**src/hw/rtl/co2lc_pkg.sv**
```systemverilog
// Shared widths, constants, types and the root table of the CO2 converter.
package co2lc_pkg;

  // Field and accumulator widths
  localparam int SAMPLE_W = 10;
  localparam int REF_W    = 10;
  localparam int SUM_W    = 15;
  localparam int PPM_W    = 20;

  // Configuration register indexes
  localparam int CFG_IDX_W = 1;
  localparam logic [CFG_IDX_W-1:0] REG_REF_LOW  = 1'b0;
  localparam logic [CFG_IDX_W-1:0] REG_REF_HIGH = 1'b1;

  // Divider: dividend is |delta| * 2^18 + divisor/2, quotient kept to 22 bits
  localparam int DVD_W   = 33;
  localparam int DVS_W   = 16;
  localparam int QUO_W   = 22;
  localparam int SHIFT_Q = 18;

  // Exponent and base-2 product
  localparam int X_W  = 22;
  localparam int XW_W = 25;
  localparam int QS_W = 24;
  localparam int P_W  = 40;
  localparam int L2_W = 18;
  localparam int N_W  = 8;
  localparam int FRAC_W = 16;

  localparam logic signed [XW_W-1:0] LOG10_400_Q16 = 25'sd170529;
  localparam logic [L2_W-1:0]        LOG2_10_Q16   = 18'd217706;
  localparam logic signed [XW_W-1:0] X_MIN = -25'sd2097152;
  localparam logic signed [XW_W-1:0] X_MAX = 25'sd2097151;
  localparam logic [P_W-1:0]         P_ROUND = 40'd32768;
  localparam logic [QUO_W:0]         QM_SAT  = 23'h400000;

  // Mantissa multiply: Q30 mantissa times table entry, one byte of the entry a cycle
  localparam int M_W   = 31;
  localparam int DIG_W = 8;
  localparam int N_DIG = 4;
  localparam int T_W   = DIG_W * N_DIG;
  localparam int HI_W  = 32;
  localparam int LO_W  = DIG_W * N_DIG;
  localparam logic [M_W-1:0] M_ONE = 31'h40000000;

  localparam logic [PPM_W-1:0] PPM_MAX = 20'hFFFFF;

  // Range limits of the base-2 integer part
  localparam logic signed [N_W-1:0] N_SAT  = 8'sd20;
  localparam logic signed [N_W-1:0] N_ZERO = -8'sd10;
  localparam logic signed [N_W-1:0] N_BIAS = 8'sd29;

  // Divider status
  typedef struct packed {
    logic done;
    logic ovf;
  } div_stat_t;

  // round(2^(2^-(i+1)) * 2^30)
  function automatic logic [M_W-1:0] root_val(input logic [3:0] i);
    logic [M_W-1:0] r;
    unique case (i)
      4'd0:  r = 31'd1518500250;
      4'd1:  r = 31'd1276901417;
      4'd2:  r = 31'd1170923762;
      4'd3:  r = 31'd1121280438;
      4'd4:  r = 31'd1097253708;
      4'd5:  r = 31'd1085434106;
      4'd6:  r = 31'd1079572136;
      4'd7:  r = 31'd1076653033;
      4'd8:  r = 31'd1075196444;
      4'd9:  r = 31'd1074468888;
      4'd10: r = 31'd1074105294;
      4'd11: r = 31'd1073923544;
      4'd12: r = 31'd1073832680;
      4'd13: r = 31'd1073787251;
      4'd14: r = 31'd1073764537;
      4'd15: r = 31'd1073753181;
      default: r = M_ONE;
    endcase
    return r;
  endfunction

endpackage

```
**src/hw/rtl/co2_two_point_log_converter_top.sv**
```systemverilog
// Top level of the two-point logarithmic CO2 converter.
// Samples are summed in groups of SAMPLES; the last sample of a group starts a
// conversion to ppm, which goes from that sample to the result word through
// the prepare and start states, the bit-serial divider (33 steps and the done
// flag), loading the exponent, shift-and-add for the base-2 exponent,
// classifying the range, the mantissa (16 table roots, each multiplied one byte
// a cycle, then committed when its fraction bit is set), then a serial right
// shift and a rounding step. A result that saturates or rounds to zero is ready
// once the range is classified, without the mantissa steps.
// Sample words are taken one per cycle inside a group;
// no sample is taken while a conversion runs, nor the last sample of a group
// while the previous result still waits. Equal references give a result at
// once, with bad_reference set and ppm zero. Configuration writes are taken
// every cycle.
module co2_two_point_log_converter_top #(
  parameter int SAMPLES = 20
) (
  input  logic                           clk,
  input  logic                           rst,
  input  logic                           in_valid,
  output logic                           in_ready,
  input  logic [co2lc_pkg::SAMPLE_W-1:0] sample,
  output logic                           out_valid,
  input  logic                           out_ready,
  output logic [co2lc_pkg::PPM_W-1:0]    ppm,
  output logic                           saturated,
  output logic                           bad_reference,
  input  logic                           cfg_valid,
  output logic                           cfg_ready,
  input  logic [co2lc_pkg::CFG_IDX_W-1:0] cfg_index,
  input  logic [co2lc_pkg::REF_W-1:0]    cfg_data
);
  import co2lc_pkg::*;

  localparam int CNT_W = $clog2(SAMPLES + 1);
  localparam logic [CNT_W-1:0] LAST_CNT = CNT_W'(SAMPLES - 1);
  localparam logic [SUM_W-1:0] SAMPLES_S = SUM_W'(SAMPLES);

  localparam logic [3:0] ST_ACC   = 4'd0;
  localparam logic [3:0] ST_PREP  = 4'd1;
  localparam logic [3:0] ST_START = 4'd2;
  localparam logic [3:0] ST_DIV   = 4'd3;
  localparam logic [3:0] ST_EXP   = 4'd4;
  localparam logic [3:0] ST_MUL   = 4'd5;
  localparam logic [3:0] ST_CLS   = 4'd6;
  localparam logic [3:0] ST_POW   = 4'd7;
  localparam logic [3:0] ST_SHF   = 4'd8;
  localparam logic [3:0] ST_RND   = 4'd9;

  localparam logic [4:0] MUL_LAST = 5'(L2_W - 1);
  localparam logic [2:0] DIG_COMMIT = 3'(N_DIG);

  logic [3:0]         state;
  logic [CNT_W-1:0]   count;
  logic [SUM_W-1:0]   sum;
  logic [SUM_W-1:0]   cv_sum;
  logic [REF_W-1:0]   ref_low_co2;
  logic [REF_W-1:0]   ref_high_co2;

  logic [DVD_W-1:0]   dvd_in;
  logic [DVS_W-1:0]   dvs_in;
  logic               neg;
  logic               div_start;
  div_stat_t          div_stat;
  logic [QUO_W-1:0]   div_q;

  logic signed [QS_W-1:0] qs;
  logic [P_W-1:0]     xs;
  logic [P_W-1:0]     p;
  logic [L2_W-1:0]    ksr;
  logic [4:0]         kcnt;

  logic [M_W-1:0]     m;
  logic [HI_W-1:0]    hi;
  logic [LO_W-1:0]    lo;
  logic [T_W-1:0]     tsr;
  logic [FRAC_W-1:0]  fbits;
  logic [3:0]         tab_i;
  logic [2:0]         dig;
  logic [5:0]         shf_cnt;
  logic [M_W-1:0]     vsr;

  logic               in_accept;
  logic               last;
  logic [SUM_W-1:0]   sum_next;
  logic [SUM_W-1:0]   srl;
  logic signed [SUM_W:0] dlt;
  logic [SUM_W-1:0]   dabs;
  logic signed [REF_W:0] rdif;
  logic [REF_W-1:0]   rabs;
  logic [SUM_W-1:0]   ad;
  logic [QUO_W:0]     qm;
  logic signed [XW_W-1:0] xw;
  logic signed [X_W-1:0]  x_cl;
  logic signed [N_W-1:0]  n;
  logic signed [N_W-1:0]  sh;
  logic [DIG_W+M_W-1:0]   prod;
  logic [P_W-1:0]     t;
  logic [M_W-1:0]     m_next;
  logic [M_W:0]       vr;
  logic [M_W-1:0]     v;

  assign cfg_ready = 1'b1;
  assign last      = (count == LAST_CNT);
  assign in_ready  = (state == ST_ACC) && !(out_valid && last);
  assign in_accept = in_valid && in_ready;
  assign sum_next  = sum + SUM_W'(sample);

  // Form divider operands from the group sum and the references
  always_comb begin
    srl  = SUM_W'(SAMPLES_S * SUM_W'(ref_low_co2));
    dlt  = $signed({1'b0, cv_sum}) - $signed({1'b0, srl});
    dabs = dlt[SUM_W] ? SUM_W'(-dlt) : dlt[SUM_W-1:0];
    rdif = $signed({1'b0, ref_low_co2}) - $signed({1'b0, ref_high_co2});
    rabs = rdif[REF_W] ? REF_W'(-rdif) : rdif[REF_W-1:0];
    ad   = SUM_W'(SAMPLES_S * SUM_W'(rabs));
  end

  // Saturate the quotient magnitude and clamp the exponent
  always_comb begin
    qm = div_stat.ovf ? QM_SAT : {1'b0, div_q};
    xw = LOG10_400_Q16 - XW_W'(qs);
    if (xw < X_MIN) begin
      x_cl = X_W'(X_MIN);
    end else if (xw > X_MAX) begin
      x_cl = X_W'(X_MAX);
    end else begin
      x_cl = xw[X_W-1:0];
    end
  end

  // Split the base-2 exponent and multiply the mantissa by one byte
  always_comb begin
    n      = $signed(p[P_W-1:P_W-N_W]);
    sh     = N_BIAS - n;
    prod   = m * tsr[DIG_W-1:0];
    t      = {{(P_W-HI_W){1'b0}}, hi} + {{(P_W-DIG_W-M_W){1'b0}}, prod};
    m_next = {hi[M_W-3:0], lo[LO_W-1:LO_W-2]} + M_W'(lo[LO_W-3]);
    vr     = {1'b0, vsr} + (M_W+1)'(1);
    v      = vr[M_W:1];
  end

  co2lc_div u_div (
    .clk      (clk),
    .rst      (rst),
    .start    (div_start),
    .dividend (dvd_in),
    .divisor  (dvs_in),
    .stat     (div_stat),
    .quotient (div_q)
  );

  // Control: references, accumulation, sequencer, output word
  always_ff @(posedge clk) begin
    if (rst) begin
      state        <= ST_ACC;
      count        <= '0;
      sum          <= '0;
      ref_low_co2  <= '0;
      ref_high_co2 <= '0;
      out_valid    <= 1'b0;
      div_start    <= 1'b0;
    end else begin
      div_start <= 1'b0;

      // Hold the references
      if (cfg_valid) begin
        unique case (cfg_index)
          REG_REF_LOW:  ref_low_co2  <= cfg_data;
          REG_REF_HIGH: ref_high_co2 <= cfg_data;
          default: ;
        endcase
      end

      // Drop the output word once taken
      if (out_valid && out_ready) begin
        out_valid <= 1'b0;
      end

      unique case (state)
        ST_ACC: begin
          if (in_accept) begin
            if (last) begin
              sum   <= '0;
              count <= '0;
              if (ref_low_co2 == ref_high_co2) begin
                out_valid <= 1'b1;
              end else begin
                state <= ST_PREP;
              end
            end else begin
              sum   <= sum_next;
              count <= count + 1'b1;
            end
          end
        end
        ST_PREP: begin
          div_start <= 1'b1;
          state     <= ST_START;
        end
        ST_START: begin
          state <= ST_DIV;
        end
        ST_DIV: begin
          if (div_stat.done) begin
            state <= ST_EXP;
          end
        end
        ST_EXP: begin
          state <= ST_MUL;
        end
        ST_MUL: begin
          if (kcnt == MUL_LAST) begin
            state <= ST_CLS;
          end
        end
        ST_CLS: begin
          if (n >= N_SAT || n < N_ZERO) begin
            out_valid <= 1'b1;
            state     <= ST_ACC;
          end else begin
            state <= ST_POW;
          end
        end
        ST_POW: begin
          if (dig == DIG_COMMIT && tab_i == 4'd15) begin
            state <= ST_SHF;
          end
        end
        ST_SHF: begin
          if (shf_cnt == '0) begin
            state <= ST_RND;
          end
        end
        ST_RND: begin
          out_valid <= 1'b1;
          state     <= ST_ACC;
        end
        default: state <= ST_ACC;
      endcase
    end
  end

  // Datapath registers
  always_ff @(posedge clk) begin
    unique case (state)
      ST_ACC: begin
        if (in_accept && last) begin
          cv_sum        <= sum_next;
          ppm           <= '0;
          saturated     <= 1'b0;
          bad_reference <= (ref_low_co2 == ref_high_co2);
        end
      end
      ST_PREP: begin
        dvd_in <= {dabs, {SHIFT_Q{1'b0}}} + DVD_W'(ad);
        dvs_in <= {ad, 1'b0};
        neg    <= (dlt[SUM_W] != rdif[REF_W]) && (dlt != '0);
      end
      ST_DIV: begin
        qs <= neg ? -$signed({1'b0, qm}) : $signed({1'b0, qm});
      end
      ST_EXP: begin
        xs   <= P_W'(x_cl);
        p    <= P_ROUND;
        ksr  <= LOG2_10_Q16;
        kcnt <= '0;
      end
      ST_MUL: begin
        // Add the shifted exponent for each set constant bit
        if (ksr[0]) begin
          p <= p + xs;
        end
        xs   <= {xs[P_W-2:0], 1'b0};
        ksr  <= ksr >> 1;
        kcnt <= kcnt + 1'b1;
      end
      ST_CLS: begin
        if (n >= N_SAT) begin
          ppm       <= PPM_MAX;
          saturated <= 1'b1;
        end
        m       <= M_ONE;
        hi      <= '0;
        tsr     <= T_W'(root_val(4'd0));
        fbits   <= p[P_W-N_W-1:P_W-N_W-FRAC_W];
        tab_i   <= '0;
        dig     <= '0;
        shf_cnt <= sh[5:0];
      end
      ST_POW: begin
        if (dig == DIG_COMMIT) begin
          // Commit the rounded product when this root's fraction bit is set
          if (fbits[FRAC_W-1]) begin
            m   <= m_next;
            vsr <= m_next;
          end else begin
            vsr <= m;
          end
          fbits <= {fbits[FRAC_W-2:0], 1'b0};
          hi    <= '0;
          tsr   <= T_W'(root_val(tab_i + 1'b1));
          tab_i <= tab_i + 1'b1;
          dig   <= '0;
        end else begin
          hi  <= t[P_W-1:DIG_W];
          lo  <= {t[DIG_W-1:0], lo[LO_W-1:DIG_W]};
          tsr <= tsr >> DIG_W;
          dig <= dig + 1'b1;
        end
      end
      ST_SHF: begin
        if (shf_cnt != '0) begin
          vsr     <= vsr >> 1;
          shf_cnt <= shf_cnt - 1'b1;
        end
      end
      ST_RND: begin
        if (v > M_W'(PPM_MAX)) begin
          ppm       <= PPM_MAX;
          saturated <= 1'b1;
        end else begin
          ppm <= v[PPM_W-1:0];
        end
      end
      default: ;
    endcase
  end

endmodule

```
**src/hw/rtl/co2lc_div.sv**
```systemverilog
// Bit-serial restoring divider with a flag for quotients of 2^22 and above.
module co2lc_div (
  input  logic                        clk,
  input  logic                        rst,
  input  logic                        start,
  input  logic [co2lc_pkg::DVD_W-1:0] dividend,
  input  logic [co2lc_pkg::DVS_W-1:0] divisor,
  output co2lc_pkg::div_stat_t        stat,
  output logic [co2lc_pkg::QUO_W-1:0] quotient
);
  import co2lc_pkg::*;

  localparam int STEP_W = $clog2(DVD_W);
  localparam logic [STEP_W-1:0] LAST_STEP = STEP_W'(DVD_W - 1);

  logic [DVD_W-1:0]  dvd;
  logic [DVS_W-1:0]  dvs;
  logic [DVS_W-1:0]  rem;
  logic [STEP_W-1:0] step;
  logic              busy;
  logic              done;
  logic              ovf;

  logic [DVS_W:0]    trial;
  logic [DVS_W:0]    diff;
  logic              ge;

  // Bring down one dividend bit and try the subtraction
  always_comb begin
    trial = {rem, dvd[DVD_W-1]};
    diff  = trial - {1'b0, dvs};
    ge    = (trial >= {1'b0, dvs});
  end

  // Sequence the steps
  always_ff @(posedge clk) begin
    if (rst) begin
      busy <= 1'b0;
      done <= 1'b0;
      step <= '0;
    end else begin
      done <= 1'b0;
      if (start) begin
        busy <= 1'b1;
        step <= '0;
      end else if (busy) begin
        step <= step + 1'b1;
        if (step == LAST_STEP) begin
          busy <= 1'b0;
          done <= 1'b1;
        end
      end
    end
  end

  // Shift dividend, remainder and quotient; catch bits above the kept quotient
  always_ff @(posedge clk) begin
    if (start) begin
      dvd      <= dividend;
      dvs      <= divisor;
      rem      <= '0;
      quotient <= '0;
      ovf      <= 1'b0;
    end else if (busy) begin
      dvd      <= {dvd[DVD_W-2:0], 1'b0};
      rem      <= ge ? diff[DVS_W-1:0] : trial[DVS_W-1:0];
      quotient <= {quotient[QUO_W-2:0], ge};
      ovf      <= ovf | quotient[QUO_W-1];
    end
  end

  assign stat.done = done;
  assign stat.ovf  = ovf;

endmodule
```
**config.mk**
```make
export PLATFORM = sky130hd
export DESIGN_NAME = co2_two_point_log_converter_top
export DESIGN_NICKNAME = d
export VERILOG_FILES = /design/src/hw/rtl/co2lc_pkg.sv /design/src/hw/rtl/co2_two_point_log_converter_top.sv /design/src/hw/rtl/co2lc_div.sv
export SDC_FILE = /design/constraint.sdc
export NUM_CORES = 2
export LEC_CHECK = 0
export BUFFER_PORTS_ARGS = -buffer_cell sky130_fd_sc_hd__buf_4
export CELL_PAD_IN_SITES_DETAIL_PLACEMENT = 0
export CELL_PAD_IN_SITES_GLOBAL_PLACEMENT = 1
export CORE_MARGIN = 10
export CORE_UTILIZATION = 55
export DETAILED_ROUTE_END_ITERATION = 10
export PLACE_DENSITY = 0.9
export SYNTH_ARGS = -nofsm -noshare
export SYNTH_HDL_FRONTEND = slang
export SYNTH_HIERARCHICAL = 1
export SYNTH_SLANG_ARGS = --single-unit
```
**constraint.sdc**
```tcl
create_clock -name clk -period 13.2 [get_ports clk]
set_clock_uncertainty 0.2 [all_clocks]
set_input_delay 1.98 -clock clk [delete_from_list [all_inputs] [get_ports clk]]
set_output_delay 1.98 -clock clk [all_outputs]
set_load 0.01 [all_outputs]
```
==> qor.yml <==
drt:
  vias: 26700
  drt-wirelength-per-cell_um: 17.8
  drc: 0
  drt_pass1_iterations: 7
  drt_iter0_drc: 2014
  ant_nets: 0
  wl_um: 83000
  routed_via_density: 5.73
place:
  dpl_cell_area_sq_um: 37600
  place.gp.congestion: 0.873
  portBuffers: 49
  dpl.hpwl_um: 60400
clock_network:
  clk_pin_slew_ps: 60
  cts_tree: "built"
  clock_sinks: 491
  clock_latency_ps: 650
  htreeDepth: 2
  cts_buffers: 54
  postCtsSetupBuffers: 0
  cts_resized: 0
  cts_root_buffer: "clkbuf_16"
  cts_buffer_depth: 3
  cts_hold_buf: 0
sta:
  max_slew_margin_pct: 18.0
  fmax_mhz: 154
  min_period_ps: 6480
  rsz0062_at_grt: "false"
  period_share_pct: 49.1
  slew_viol_final: 0
  timing.setup.tns_ps: 0
  setup-violations-final: 0
  report.final.hold_viol_count: 0
  worst_slew_pin_slew_ps: 1230
pwr:
  combPwrFrac_pct: 22.8
  cellPowerDensity_nw_per_um2: 116
  power.switching_mw: 1.37
  pwr-share-clk_pct: 35.2
  p_int_mw: 3.23
  seqPwrFrac_pct: 42.0
  irDropWorstVdd_mv: 0.0978
  switching_share_pct: 29.7
  p_leak_nw: 16.2
flow_run:
  maxCapViolCount: 0
synth:
  synth_seq_area_share_pct: 37.8
  syn_avg_cell_area_sq_um: 9.69
  synth_top_flop_cell: "edfxtp_1"
  syn-instance-count: 3770
  async_flop_share_pct: 0
  syn_area_sq_um: 36500
  synth.distinct_cells: 107
  synth-edff-count: 398
  yosys_register_bits: 491
  yosys_warnings: 6
global_route:
  grt_pass1_wl_um: 138000
  grt_use_total_pct: 21.3
  gr-total-overflow: 0
  grt_pass1_vias: 26300
  use_met2_pct: 34.6
  grtUsageMet1_pct: 29.2
  met3_usage_pct: 3.16
  grt_max_degree: 88
  antenna_found_initial: 1
  busiest_layer: "met2"
floorplanning:
  die_h_um: 278
  core_sq_um: 65700
  io-pin-count: 51
  dieWidth_um: 278
  fp.dieArea_sq_um: 77100
  num_rows: 94
  start_util_pct: 55.6
final_layout:
  drive_above_1_share_pct: 6.93
  fillers: 5611
  multi_input_area_sq_um: 20600
  design_area_sq_um: 39500
  final-seq-area_sq_um: 13800
  syn_to_final_growth_pct: 8.06
  diodes: 0
  fin_nets: 4194
status:
  status: "completed"
setup_path:
  worst_setup_path_start_kind: "flip-flop"
  path_class: "flip-flop to flip-flop"
  worstPathMaxFanout: 32
  end_kind: "flip-flop"
  arrival_ps: 6640
  crit_required_ps: 13370
worst_hold_path:
  hold_class: "flip-flop to flip-flop"
[area by class of cell]
class / instances / share of cell area (%)
multi-input combinational: 2719 / 52.2
sequential: 491 / 35.0
inverter: 407 / 3.87
clock buffer: 67 / 3.57
tap: 864 / 2.74
timing repair buffer: 76 / 1.45
clock inverter: 35 / 1.20
[through the flow]
step	instances	setup slack (ps)	hold slack, ps	total power, mW	utilization [%]
after floorplan	3777	7790	220	2.80	-
after global placement	4557	6900	223	2.98	57.2
after detailed placement	4557	6800	231	3.00	57.2
after CTS	4659	6780	248	4.63	60.0
after global routing	4659	6320	261	4.83	60.0
final	4659	6720	243	4.59	60.0
[cell usage in the layout (no fill, tap or decap), types with 26 or more instances in the layout]
master	synthesis	final
nor2_1	290	289
dfxtp_1	93	91
nor2b_1	32	31
nor3_1	74	71
edfxtp_1	398	398
ha_1	207	207
nand2b_1	39	39
nand3_1	79	79
fa_1	212	212
a21o_1	70	70
a31oi_1	26	26
nand4_1	27	27
xnor2_1	137	137
xor2_1	78	78
and3_1	36	36
nand2_1	424	423
a211oi_1	30	30
mux2_2	34	34
inv_1	406	406
buf_4	4	76
and2_1	163	161
o21ai_0	142	141
a21oi_1	221	221
clkbuf_16	0	54
mux2i_1	42	42
[power groups by stage]
stage / registers [mW] / clock network (mW) / logic (mW)
4_1_cts: 1.93 / 1.64 / 1.05
5_1_grt: 1.94 / 1.70 / 1.19
3_5_place_dp: 1.96 / 0 / 1.04
6_report: 1.93 / 1.62 / 1.05
3_3_place_gp: 1.96 / 0 / 1.03
2_1_floorplan: 1.91 / 0 / 0.887
[cell families after synthesis]
group	synth area share, %
adders and majority gates	18.7
muxes	2.24
other	0.0206
DFF	37.8
AOI/OAI and AO/OA	13.4
xor gates and xnor gates	5.16
and+or+nand+nor	16.7
buffers and inverters	5.98
[routing by layer]
layer	routed length (um)	vias up
li1	-	13000
met1	38000	13000
met2	38500	646
met3	4280	129
met4	2220	0
met5	0	-
[state kept, by name, summed over array words and instances, names as in the netlist, 18 cells and up]
name and count:
xs 40, hi 32, u_div/quotient 22, qs 24, ppm 20, vsr 31
ksr 18, m 31, u_div/dvd 33, tsr 30, p 40
[path summary, 6_finish.rpt]
kind / endpoint / cells past startpoint / start / slack, ps
worst max-delay path: hi[29]$_SDFFCE_PN0P_ / 17 / tsr[0]$_SDFFCE_PN0P_ / 6720
worst min-delay path: u_div/dvs[7]$_DFFE_PP_ / 0 / dvs_in[7]$_DFFE_PP_ / 240
worst max register to register: hi[29]$_SDFFCE_PN0P_ / 17 / tsr[0]$_SDFFCE_PN0P_ / 6720
worst min register to register: u_div/dvs[7]$_DFFE_PP_ / 0 / dvs_in[7]$_DFFE_PP_ / 240
[cell usage after synthesis, types with 10 or more instances]
| cell type | number | share of area [%] |
|---|---|---|
| nand2_1 | 424 | 4.4 |
| inv_1 | 406 | 4.2 |
| edfxtp_1 | 398 | 33 |
| nor2_1 | 290 | 3.0 |
| a21oi_1 | 221 | 3.0 |
| fa_1 | 212 | 12 |
| ha_1 | 207 | 7.1 |
| and2_1 | 163 | 2.8 |
| o21ai_0 | 142 | 1.9 |
| xnor2_1 | 137 | 3.3 |
| clkbuf_1 | 130 | 1.3 |
| dfxtp_1 | 93 | 5.1 |
| nand3_1 | 79 | 1.1 |
| xor2_1 | 78 | 1.9 |
| nor3_1 | 74 | 1.0 |
| a21o_1 | 70 | 1.4 |
| mux2i_1 | 42 | 1.2 |
| nand2b_1 | 39 | 0.67 |
| and3_1 | 36 | 0.62 |
| mux2_2 | 34 | 1.0 |
| nor2b_1 | 32 | 0.55 |
| a211oi_1 | 30 | 0.62 |
| nand4_1 | 27 | 0.46 |
| a31oi_1 | 26 | 0.45 |
| o21bai_1 | 25 | 0.51 |
| o21a_1 | 24 | 0.49 |
| nor4_1 | 21 | 0.36 |
| o31ai_1 | 21 | 0.43 |
| buf_1 | 16 | 0.16 |
| o211ai_1 | 16 | 0.33 |
| or3_1 | 16 | 0.27 |
| nor3b_1 | 13 | 0.27 |
| and4_1 | 11 | 0.26 |
| o311ai_0 | 11 | 0.26 |
| o31a_1 | 10 | 0.24 |
[worst max-delay path, stage by stage, from the launching register on]
cell       delay, ps
edfxtp_1        1160
nand2_1          150
fa_1             530
inv_1             60
fa_1             470
fa_1             490
inv_1             50
fa_1             550
inv_1             50
ha_1             340
and3_1           230
and3_1           220
a2111oi_2        400
a21o_1           380
o221ai_1         270
a21o_1           270
a311oi_2         270
mux2i_1          100
Note: power is estimated with default switching activity, not from simulation.
